### config.mk
export PLATFORM = sky130hd
export DESIGN_NAME = aig_binary_and_gate_decoder
export DESIGN_NICKNAME = d
export VERILOG_FILES = /design/src/hw/rtl/aigdec_pkg.sv /design/src/hw/rtl/aig_binary_and_gate_decoder.sv
export SDC_FILE = /design/constraint.sdc
export NUM_CORES = 1
export LEC_CHECK = 0
export BUFFER_PORTS_ARGS = -buffer_cell sky130_fd_sc_hd__buf_4
export CAP_MARGIN = 25
export CORE_MARGIN = 3
export CORE_UTILIZATION = 35
export DETAILED_ROUTE_END_ITERATION = 10
export SYNTH_ARGS = -nofsm -noshare
export SYNTH_HDL_FRONTEND = slang
export SYNTH_SLANG_ARGS = --single-unit
### constraint.sdc
create_clock -name clock -period 15.3 [get_ports clock]
set_input_delay 3.06 -clock clock [delete_from_list [all_inputs] [get_ports clock]]
set_output_delay 3.06 -clock clock [all_outputs]
set_load 0.02 [all_outputs]
### src/hw/rtl/aigdec_pkg.sv
// Package for the AIG binary AND-section decoder: widths, status codes and helpers.
package aigdec_pkg;

   localparam int unsigned CfgWidth  = 30;
   localparam int unsigned LitWidth  = 32;
   localparam int unsigned ByteWidth = 8;
   localparam int unsigned DigitBits = 7;
   // Number of 7-bit digits that fit below bit 32 before the final short one.
   localparam int unsigned MaxDigits = 4;
   localparam int unsigned CntWidth  = 3;

   typedef enum logic [2:0] {
      STATUS_OK          = 3'd0,
      STATUS_OVERFLOW    = 3'd1,
      STATUS_BAD_D1      = 3'd2,
      STATUS_BAD_D2      = 3'd3,
      STATUS_NON_TOPO    = 3'd4,
      STATUS_UNEXPECTED  = 3'd5
   } status_type;

   typedef enum logic {
      CSR_BASE_VAR   = 1'b0,
      CSR_GATE_COUNT = 1'b1
   } csr_index_type;

endpackage

### src/hw/rtl/aig_binary_and_gate_decoder.sv
// Top level of the AIG binary AND-section decoder with varint and delta decoding.
// An accepted byte waits in the input register; a gate it completes goes to the result register.
// Throughput: one byte per cycle while the result side is ready; all decoding for a byte is
// combinational between the input register and the result register.
// Reset is synchronous: it clears the decoder state, both valid flags and the CSRs.
// After an error or the final gate the decoder drops all bytes until the next reset.
module aig_binary_and_gate_decoder (
   input  logic                                clock,
   input  logic                                reset,
   // Configuration write port
   input  logic                                csr_we,
   input  logic                                csr_index,
   input  logic [aigdec_pkg::CfgWidth-1:0]     csr_wdata,
   // Byte stream in
   input  logic                                req_tvalid,
   output logic                                req_tready,
   input  logic [aigdec_pkg::ByteWidth-1:0]    req_tdata,   // [7:0] data_byte
   input  logic                                req_tlast,   // end_of_data
   // Gate results out
   output logic                                rsp_tvalid,
   input  logic                                rsp_tready,
   output logic [3*aigdec_pkg::LitWidth-1:0]   rsp_tdata,   // [31:0] lhs_literal,
                                                            // [63:32] rhs0_literal,
                                                            // [95:64] rhs1_literal
   output logic                                rsp_tlast,   // last_gate
   output logic [2:0]                          rsp_tuser    // [2:0] status
);
   import aigdec_pkg::*;

   // Configuration registers
   logic [CfgWidth-1:0] base_var_ff, gate_count_ff;

   // Input register
   logic                 s1_valid_ff;
   logic [ByteWidth-1:0] s1_byte_ff;
   logic                 s1_eod_ff;

   // Decoder state
   logic [LitWidth-1:0] accum_ff, accum_in;
   logic [CntWidth-1:0] digits_ff, digits_in;
   logic                phase_ff, phase_in;
   logic [LitWidth-1:0] held_rhs0_ff, held_rhs0_in;
   logic [CfgWidth-1:0] gate_index_ff, gate_index_in;
   logic                halted_ff, halted_in;

   // Result register
   logic                rsp_valid_ff;
   logic [LitWidth-1:0] lhs_ff, rhs0_ff, rhs1_ff;
   logic                last_ff;
   status_type          status_ff;

   // Combinational decode results
   logic                emit;
   logic [LitWidth-1:0] lhs, rhs0_out, rhs1_out, value, shifted, rhs0_sub, rhs1_sub;
   logic                last_out;
   status_type          status_out;
   logic [CfgWidth:0]   var_sum;
   logic [CfgWidth:0]   next_index;
   logic                active, proc;
   logic [DigitBits-1:0] payload;

   assign proc       = s1_valid_ff && (!rsp_valid_ff || rsp_tready);
   assign req_tready = !s1_valid_ff || proc;
   assign active     = !halted_ff && (gate_index_ff < gate_count_ff);

   // lhs = 2 * (base_var + gate_index + 1), kept to 32 bits.
   assign var_sum    = {1'b0, base_var_ff} + {1'b0, gate_index_ff} + {{CfgWidth{1'b0}}, 1'b1};
   assign lhs        = {var_sum[LitWidth-2:0], 1'b0};
   assign next_index = {1'b0, gate_index_ff} + {{CfgWidth{1'b0}}, 1'b1};
   assign payload    = s1_byte_ff[DigitBits-1:0];

   always_comb begin
      case (digits_ff)
         3'd0:    shifted = {25'd0, payload};
         3'd1:    shifted = {18'd0, payload, 7'd0};
         3'd2:    shifted = {11'd0, payload, 14'd0};
         3'd3:    shifted = {4'd0, payload, 21'd0};
         3'd4:    shifted = {payload[3:0], 28'd0};
         default: shifted = '0;
      endcase
   end

   assign value    = accum_ff | shifted;
   assign rhs0_sub = lhs - value;
   assign rhs1_sub = held_rhs0_ff - value;

   always_comb begin
      accum_in      = accum_ff;
      digits_in     = digits_ff;
      phase_in      = phase_ff;
      held_rhs0_in  = held_rhs0_ff;
      gate_index_in = gate_index_ff;
      halted_in     = halted_ff;
      emit          = 1'b0;
      rhs0_out      = '0;
      rhs1_out      = '0;
      last_out      = 1'b0;
      status_out    = STATUS_OK;
      if (proc && active) begin
         if (s1_byte_ff[ByteWidth-1]) begin
            // Continuation byte: more digits follow.
            accum_in = value;
            rhs0_out = phase_ff ? held_rhs0_ff : '0;
            if (digits_ff == CntWidth'(MaxDigits)) begin
               emit       = 1'b1;
               status_out = STATUS_OVERFLOW;
            end else begin
               digits_in = digits_ff + 3'd1;
               if (s1_eod_ff) begin
                  emit       = 1'b1;
                  status_out = STATUS_UNEXPECTED;
               end
            end
         end else begin
            accum_in  = '0;
            digits_in = '0;
            if (!phase_ff) begin
               if (value > lhs) begin
                  emit       = 1'b1;
                  status_out = STATUS_BAD_D1;
               end else begin
                  held_rhs0_in = rhs0_sub;
                  phase_in     = 1'b1;
                  if (s1_eod_ff) begin
                     emit       = 1'b1;
                     rhs0_out   = rhs0_sub;
                     status_out = STATUS_UNEXPECTED;
                  end
               end
            end else begin
               phase_in = 1'b0;
               rhs0_out = held_rhs0_ff;
               emit     = 1'b1;
               if (value > held_rhs0_ff) begin
                  status_out = STATUS_BAD_D2;
               end else begin
                  rhs1_out = rhs1_sub;
                  // The fanin variables must lie below the gate's own variable.
                  if ((held_rhs0_ff[LitWidth-1:1] >= lhs[LitWidth-1:1]) ||
                      (rhs1_sub[LitWidth-1:1] >= lhs[LitWidth-1:1])) begin
                     status_out = STATUS_NON_TOPO;
                  end else begin
                     gate_index_in = next_index[CfgWidth-1:0];
                     if (next_index >= {1'b0, gate_count_ff}) begin
                        last_out  = 1'b1;
                        halted_in = 1'b1;
                     end else if (s1_eod_ff) begin
                        status_out = STATUS_UNEXPECTED;
                     end
                  end
               end
            end
         end
         if (emit && (status_out != STATUS_OK)) begin
            halted_in = 1'b1;
         end
      end
   end

   always_ff @(posedge clock) begin
      if (reset) begin
         base_var_ff   <= '0;
         gate_count_ff <= '0;
      end else if (csr_we) begin
         case (csr_index_type'(csr_index))
            CSR_BASE_VAR:   base_var_ff   <= csr_wdata;
            CSR_GATE_COUNT: gate_count_ff <= csr_wdata;
            default:        base_var_ff   <= base_var_ff;
         endcase
      end
   end

   always_ff @(posedge clock) begin
      if (reset) begin
         s1_valid_ff <= 1'b0;
      end else if (req_tready) begin
         s1_valid_ff <= req_tvalid;
      end
   end

   always_ff @(posedge clock) begin
      if (req_tready && req_tvalid) begin
         s1_byte_ff <= req_tdata;
         s1_eod_ff  <= req_tlast;
      end
   end

   always_ff @(posedge clock) begin
      if (reset) begin
         accum_ff      <= '0;
         digits_ff     <= '0;
         phase_ff      <= 1'b0;
         held_rhs0_ff  <= '0;
         gate_index_ff <= '0;
         halted_ff     <= 1'b0;
      end else begin
         accum_ff      <= accum_in;
         digits_ff     <= digits_in;
         phase_ff      <= phase_in;
         held_rhs0_ff  <= held_rhs0_in;
         gate_index_ff <= gate_index_in;
         halted_ff     <= halted_in;
      end
   end

   always_ff @(posedge clock) begin
      if (reset) begin
         rsp_valid_ff <= 1'b0;
      end else if (proc) begin
         rsp_valid_ff <= emit;
      end else if (rsp_tready) begin
         rsp_valid_ff <= 1'b0;
      end
   end

   always_ff @(posedge clock) begin
      if (proc && emit) begin
         lhs_ff    <= lhs;
         rhs0_ff   <= rhs0_out;
         rhs1_ff   <= rhs1_out;
         last_ff   <= last_out;
         status_ff <= status_out;
      end
   end

   assign rsp_tvalid = rsp_valid_ff;
   assign rsp_tdata  = {rhs1_ff, rhs0_ff, lhs_ff};
   assign rsp_tlast  = last_ff;
   assign rsp_tuser  = status_ff;

endmodule

# [Yosys cells after proc, flatten, opt, wreduce, memory -nomap -nowiden]
# Index checks and enable logic that the tools add are counted.
[totals] ff_bits=269 inputBits=45 output_inout_bits=102 wordCells=107
[op_classes] add_sub_neg=6 order_cmp=6 n_eq_ne=8 mux=36 n_bitwise=8 n_reduce_logical=26
[op_table] op="32-bit two-way mux" n=6
[op_table] op="32-bit case mux with 5 select lines" n=1
[op_table] op="32-bit > comparator" n=2
[op_table] op="32-bit subtractor" n=2
[op_table] op="31-bit >= comparator" n=2
[op_table] op="3-bit two-way mux" n=11
[op_table] op="32-bit OR" n=1
[op_table] op="30-bit by 1-bit adder with 31-bit output, second input constant" n=1
[op_table] op="30-bit by 30-bit adder with 31-bit output" n=1
[op_table] op="31-bit by 1-bit adder with 31-bit output, second input constant" n=1
[op_table] op="31-bit by 30-bit >= comparator with 1-bit output" n=1
[op_table] op="30-bit < comparator" n=1
[op_table] op="1-bit two-way mux" n=18
[op_table] op="2-bit AND reduction" n=4
[op_table] op="1-bit inverter" n=7
[op_table] op="3-bit by 2-bit equality test with 1-bit output, second input constant" n=2
[op_table] op="1-bit logical AND" n=6
[op_table] op="2-bit by 1-bit != test with 1-bit output, second input constant" n=3
[op_table] op="6-bit AND reduction" n=1
[op_table] op="2-bit nonzero test" n=3
[op_table] op="5-bit AND reduction" n=1
[op_table] op="5-bit OR reduction" n=1
[op_table] op="4-bit AND reduction" n=1
[op_table] op="4-bit OR reduction" n=1
[op_table] op="8 further kinds" n=12

# [Depth between registers and ports, before layout]
[depth] ltp_word=15 ltp_mapped=30 mapped_depth_nobuf=28

# [Worst setup path after synthesis]
# Ideal clock, no wire load.
[synth_path] kind="input port to flip-flop" from="input port rsp_tready" to="register lhs_ff[10], enable pin" setup_time_ns=0.709 arrival_ns=11.676 t_required_ns=14.591 path_slack_ns=2.915 stages=6 path_buffers=1 path_cell_list="nor2b_1 or4b_2 a221oi_1 o31ai_1 clkbuf_1 a211oi_1"
[synth_via] elab_chain_cells=5
[synth_lines] item="from (decl)" line_no="aig_binary_and_gate_decoder.sv:21" source="input logic rsp_tready,"
[synth_lines] item="1-bit logical OR *" line_no="aig_binary_and_gate_decoder.sv:62" source="assign proc = s1_valid_ff && (!rsp_valid_ff || rsp_tready);"
[synth_lines] item="1-bit logical AND *" line_no="aig_binary_and_gate_decoder.sv:62"
[synth_lines] item="1-bit logical AND" line_no="aig_binary_and_gate_decoder.sv:99" source="if (proc && active) begin"
[synth_lines] item="1-bit two-way mux" line_no="aig_binary_and_gate_decoder.sv:99"
[synth_lines] item="1-bit logical AND *" line_no="aig_binary_and_gate_decoder.sv:217" source="if (proc && emit) begin"
[synth_lines] item="to (signal assigned)" line_no="aig_binary_and_gate_decoder.sv:218" source="lhs_ff <= lhs;"
[synth_lines] item="to (decl)" line_no="aig_binary_and_gate_decoder.sv:48" source="logic [LitWidth-1:0] lhs_ff, rhs0_ff, rhs1_ff;"
# Mark *: on every way between the ends. The rest lies on a longest branch, timed or not.
# A chain may end at the register's enable or synchronous reset.

# [Worst setup path in the final report]
[layout_path] from="register digits_ff[0]" to="register gate_index_ff[20]"
[layout_via] elab_chain_cells=8 word_cells_on_any_way=14 classes_between="add/sub: 1; order compare: 2; eq/ne: 4; mux: 1; bitwise: 3; reduce/logical: 3"
[layout_lines] item="from (decl)" line_no="aig_binary_and_gate_decoder.sv:40" source="logic [CntWidth-1:0] digits_ff, digits_in;"
[layout_lines] item="from (signal assigned)" line_no="aig_binary_and_gate_decoder.sv:198" source="digits_ff <= digits_in;"
[layout_lines] item="3-bit equality test (tied with other cells)" line_no="aig_binary_and_gate_decoder.sv:73" source="case (digits_ff)"
[layout_lines] item="32-bit case mux with 5 select lines *" line_no="aig_binary_and_gate_decoder.sv:73"
[layout_lines] item="32-bit OR *" line_no="aig_binary_and_gate_decoder.sv:83" source="assign value = accum_ff | shifted;"
[layout_lines] item="32-bit subtractor *" line_no="aig_binary_and_gate_decoder.sv:85" source="assign rhs1_sub = held_rhs0_ff - value;"
[layout_lines] item="via rhs1_sub[29]" line_no="aig_binary_and_gate_decoder.sv:54" source="logic [LitWidth-1:0] lhs, rhs0_out, rhs1_out, value, shifted, rhs0_sub, rhs1_sub;"
[layout_lines] item="31-bit >= comparator *" line_no="aig_binary_and_gate_decoder.sv:140" source="(rhs1_sub[LitWidth-1:1] >= lhs[LitWidth-1:1])) begin"
[layout_lines] item="1-bit logical OR *" line_no="aig_binary_and_gate_decoder.sv:139" source="if ((held_rhs0_ff[LitWidth-1:1] >= lhs[LitWidth-1:1]) ||"
[layout_lines] item="1-bit inverter (no line) *"
[layout_lines] item="5-bit AND reduction (no line) *"
[layout_lines] item="to (signal assigned)" line_no="aig_binary_and_gate_decoder.sv:201" source="gate_index_ff <= gate_index_in;"
[layout_lines] item="to (decl)" line_no="aig_binary_and_gate_decoder.sv:43" source="logic [CfgWidth-1:0] gate_index_ff, gate_index_in;"
# Mark *: on every way through the listed nets, which the timed path passes. The rest lies on a longest branch.

==> metrics.yaml <==
status: "finished, final reports clean"
ys_types: 87
syn_inst: 2050
yosysMostFrequentCell: "a21oi_1"
fin_nets: 2437
ys_warn_count: 0
drt_drc_violations_left: 0
reg2reg_from: "digits_ff[0]"
synth_top_area_share: 0.1806
die_area_um2: 54070
synth_common_cells: "257 x a21oi_1, 256 x nand2_1, 221 x ha_1"
final_area_um2: 20920
drive_above_1_share: 0.1144
post_cts_buffers: 0
io_buffer_count: 145
ir_worst_vdd_v: 0.00005809
cts_tree: "built"
end_kind: "flip-flop"
cts-root-buf: "clkbuf_16"
synth_seq_area_share: 0.3600
clk_latency_ns: 0.55
dp_hpwl_um: 42090
io_pins: 147
cp-endpoint: "gate_index_ff[20]"
core_area_um2: 50480
fin_util: 0.4145
overflow: 0
crit_path_max_fanout: 24
path_class: "flip-flop to flip-flop"
reg2reg_depth: 28
die-height_um: 232.5
synth_ff_type: "dfxtp_1"
post_cts_resized: 0
synth.avg_cell_area_um2: 8.762
rsz0062_at_grt: "no"
report.final.hold_viol_count: 0
dp_cells: 2805
stdcell_count: 2867
tns_ns: 0
synthArstFlopShare: 0
antenna_found_initial: 0
power.density_nw_per_um2: 106.8
grt_start_max_net_pins: 74
post_dp_cell_area_um2: 19760
hold_path_class: "flip-flop to flip-flop"
period_needed_ns: 7.043
r2r-end: "gate_index_ff[20]"
p_leak_nw: 9.033
totalWireLength_um: 54200
slowest_delay_ns: 0.62
grt_pass1_wl_um: 84270
antenna_left: 0
ys_ff_latch: 269
initial_core_util: 0.3558
r2r_setup_slack_ns: 8.26
netlist_area_um2: 17960
synth-edff-count: 108
setup_viol: 0
cts.path.max_buffers: 3
critical_path.slowest_cell: "nor2b_1"
postCtsHoldBufs: 0
routabilityCongestion: 0.9416
detailedRoute.firstIterationViolations: 981
cts.clk_slew.worst_paths_ns: 0.06
numCtsBuffers: 34
required_ns: 15.68
max_freq_mhz: 142.0
die_w_um: 232.5
num_rows: 82
synth_area_leaders: "edfxtp_1 18%, dfxtp_1 18%, ha_1 15%"
critPathLaunchType: "flip-flop"
tightest_slew_ns: 1.001
diodes: 0
grt_pass1_vias: 15090
crit_arrival_ns: 7.42
slew_headroom: 0.3324
cts_max_level: 2
num_vias: 15230
grt_use_total: 0.1989
area_delta_synth_final_pct: 16.48
whs_ns: 0.4521
worstSetupStartpoint: "digits_ff[0]"
routed_via_density: 5.311
synth_nets: 2317
cts.sinks: 269
dr.pass1.iters: 5
post_drt_wl_per_cell_um: 18.90
skew_ns: 0.02686
fin_crit_sh: 0.4603
cap_violations: 0
yosysTopAreaCell: "edfxtp_1"
maxSlewViolCount: 0
## critical path: cells and delay by family (launching register included)
family / cells / cell delay (ns)
AOI/OAI and AO/OA: 15 / 3.45
xor gates and xnor gates: 2 / 0.31
adders and majority gates: 3 / 1.02
buffers and inverters: 2 / 0.32
DFF: 1 / 0.35
and+or+nand+nor: 6 / 1.42
## cell usage in the layout, fill, tap and decap left out, types with 6 or more instances in the layout
master,n
a21oi_1,257
nand2_1,256
ha_1,221
nor2_1,180
dfxtp_1,161
buf_4,155
edfxtp_1,108
inv_1,91
xor2_1,74
a21o_1,73
xnor2_1,70
o21ai_0,68
nand3_1,41
and2_1,40
clkbuf_16,35
nand4_1,30
nor2b_1,26
and3_1,25
a22oi_1,23
nand2b_1,21
o21a_1,20
nor3_1,18
a31oi_1,17
o21bai_1,17
a211oi_1,9
and4_1,9
a22o_1,8
o211ai_1,7
a21boi_0,6
clkinv_1,6
## kinds of logic (layout without fill, tap and decap cells)
family | count (synthesis) | in the layout | share of synthesized area
AO/OA/AOI/OAI | 564 | 564 | 0.1989
adder cells (fa/ha/maj) | 222 | 222 | 0.1551
multiplexers | 1 | 1 | 0.0005573
XOR/XNOR | 144 | 144 | 0.07021
flip-flops | 269 | 269 | 0.3600
other | 1 | 1 | 0.0002088
buffers and inverters | 166 | 311 | 0.03692
AND/OR/NAND/NOR | 683 | 683 | 0.1782
## power by group
part,internal [mW],leakage (nW),switching (mW)
combinational,0.237,6.20,0.369
sequential,0.782,2.28,0.0246
clock,0.508,0.549,0.314
## worst min-delay path by stage
stage / startpoint / to / slack [ns] / cells past startpoint
6_report: gate_count_ff[14] / gate_count_ff[14] / 0.45 / 2
5_1_grt: base_var_ff[25] / base_var_ff[25] / 0.48 / 2
4_1_cts: gate_count_ff[14] / gate_count_ff[14] / 0.45 / 2
3_5_place_dp: gate_count_ff[14] / gate_count_ff[14] / 0.45 / 2
3_3_place_gp: gate_count_ff[29] / gate_count_ff[29] / 0.44 / 2
2_1_floorplan: base_var_ff[0] / base_var_ff[0] / 0.44 / 2
## registers in the layout, indices dropped and copies added (netlist names)
signal	count
s1_byte_ff	8
gate_count_ff	30
base_var_ff	30
held_rhs0_ff	32
digits_ff	3
lhs_ff	31
s1_eod_ff	1
phase_ff	1
gate_index_ff	30
rsp_tuser	3
rhs0_ff	32
halted_ff	1
rhs1_ff	32
s1_valid_ff	1
rsp_tlast	1
rsp_tvalid	1
accum_ff	32
## layer usage
metal,vias to the layer above,share of wire,global-route usage
met2,388,0.47,0.3315
li1,7542,-,-
met5,-,0,0
met4,0,0.035,0.07698
met1,7203,0.45,0.2611
met3,93,0.051,0.02693
## area by class of cell
class / count / area [um2]
clock buffers: 41 / 908.4
clock inverters: 20 / 236.5
fillers: 4992 / 29560
inverters: 91 / 341.6
multi-input cells: 1615 / 10870
flip-flops and latches: 269 / 6466
well taps: 672 / 840.8
repair buffers: 159 / 1261
## per-stage QoR
step,total power [mW],setup WS (ns)
global placement,1.410,8.122
floorplan,1.237,2.915
CTS,2.256,8.309
global route,2.358,7.786
detailed placement,1.421,8.359
finish,2.235,8.257
No activity file was read; power rests on OpenSTA's default activity.
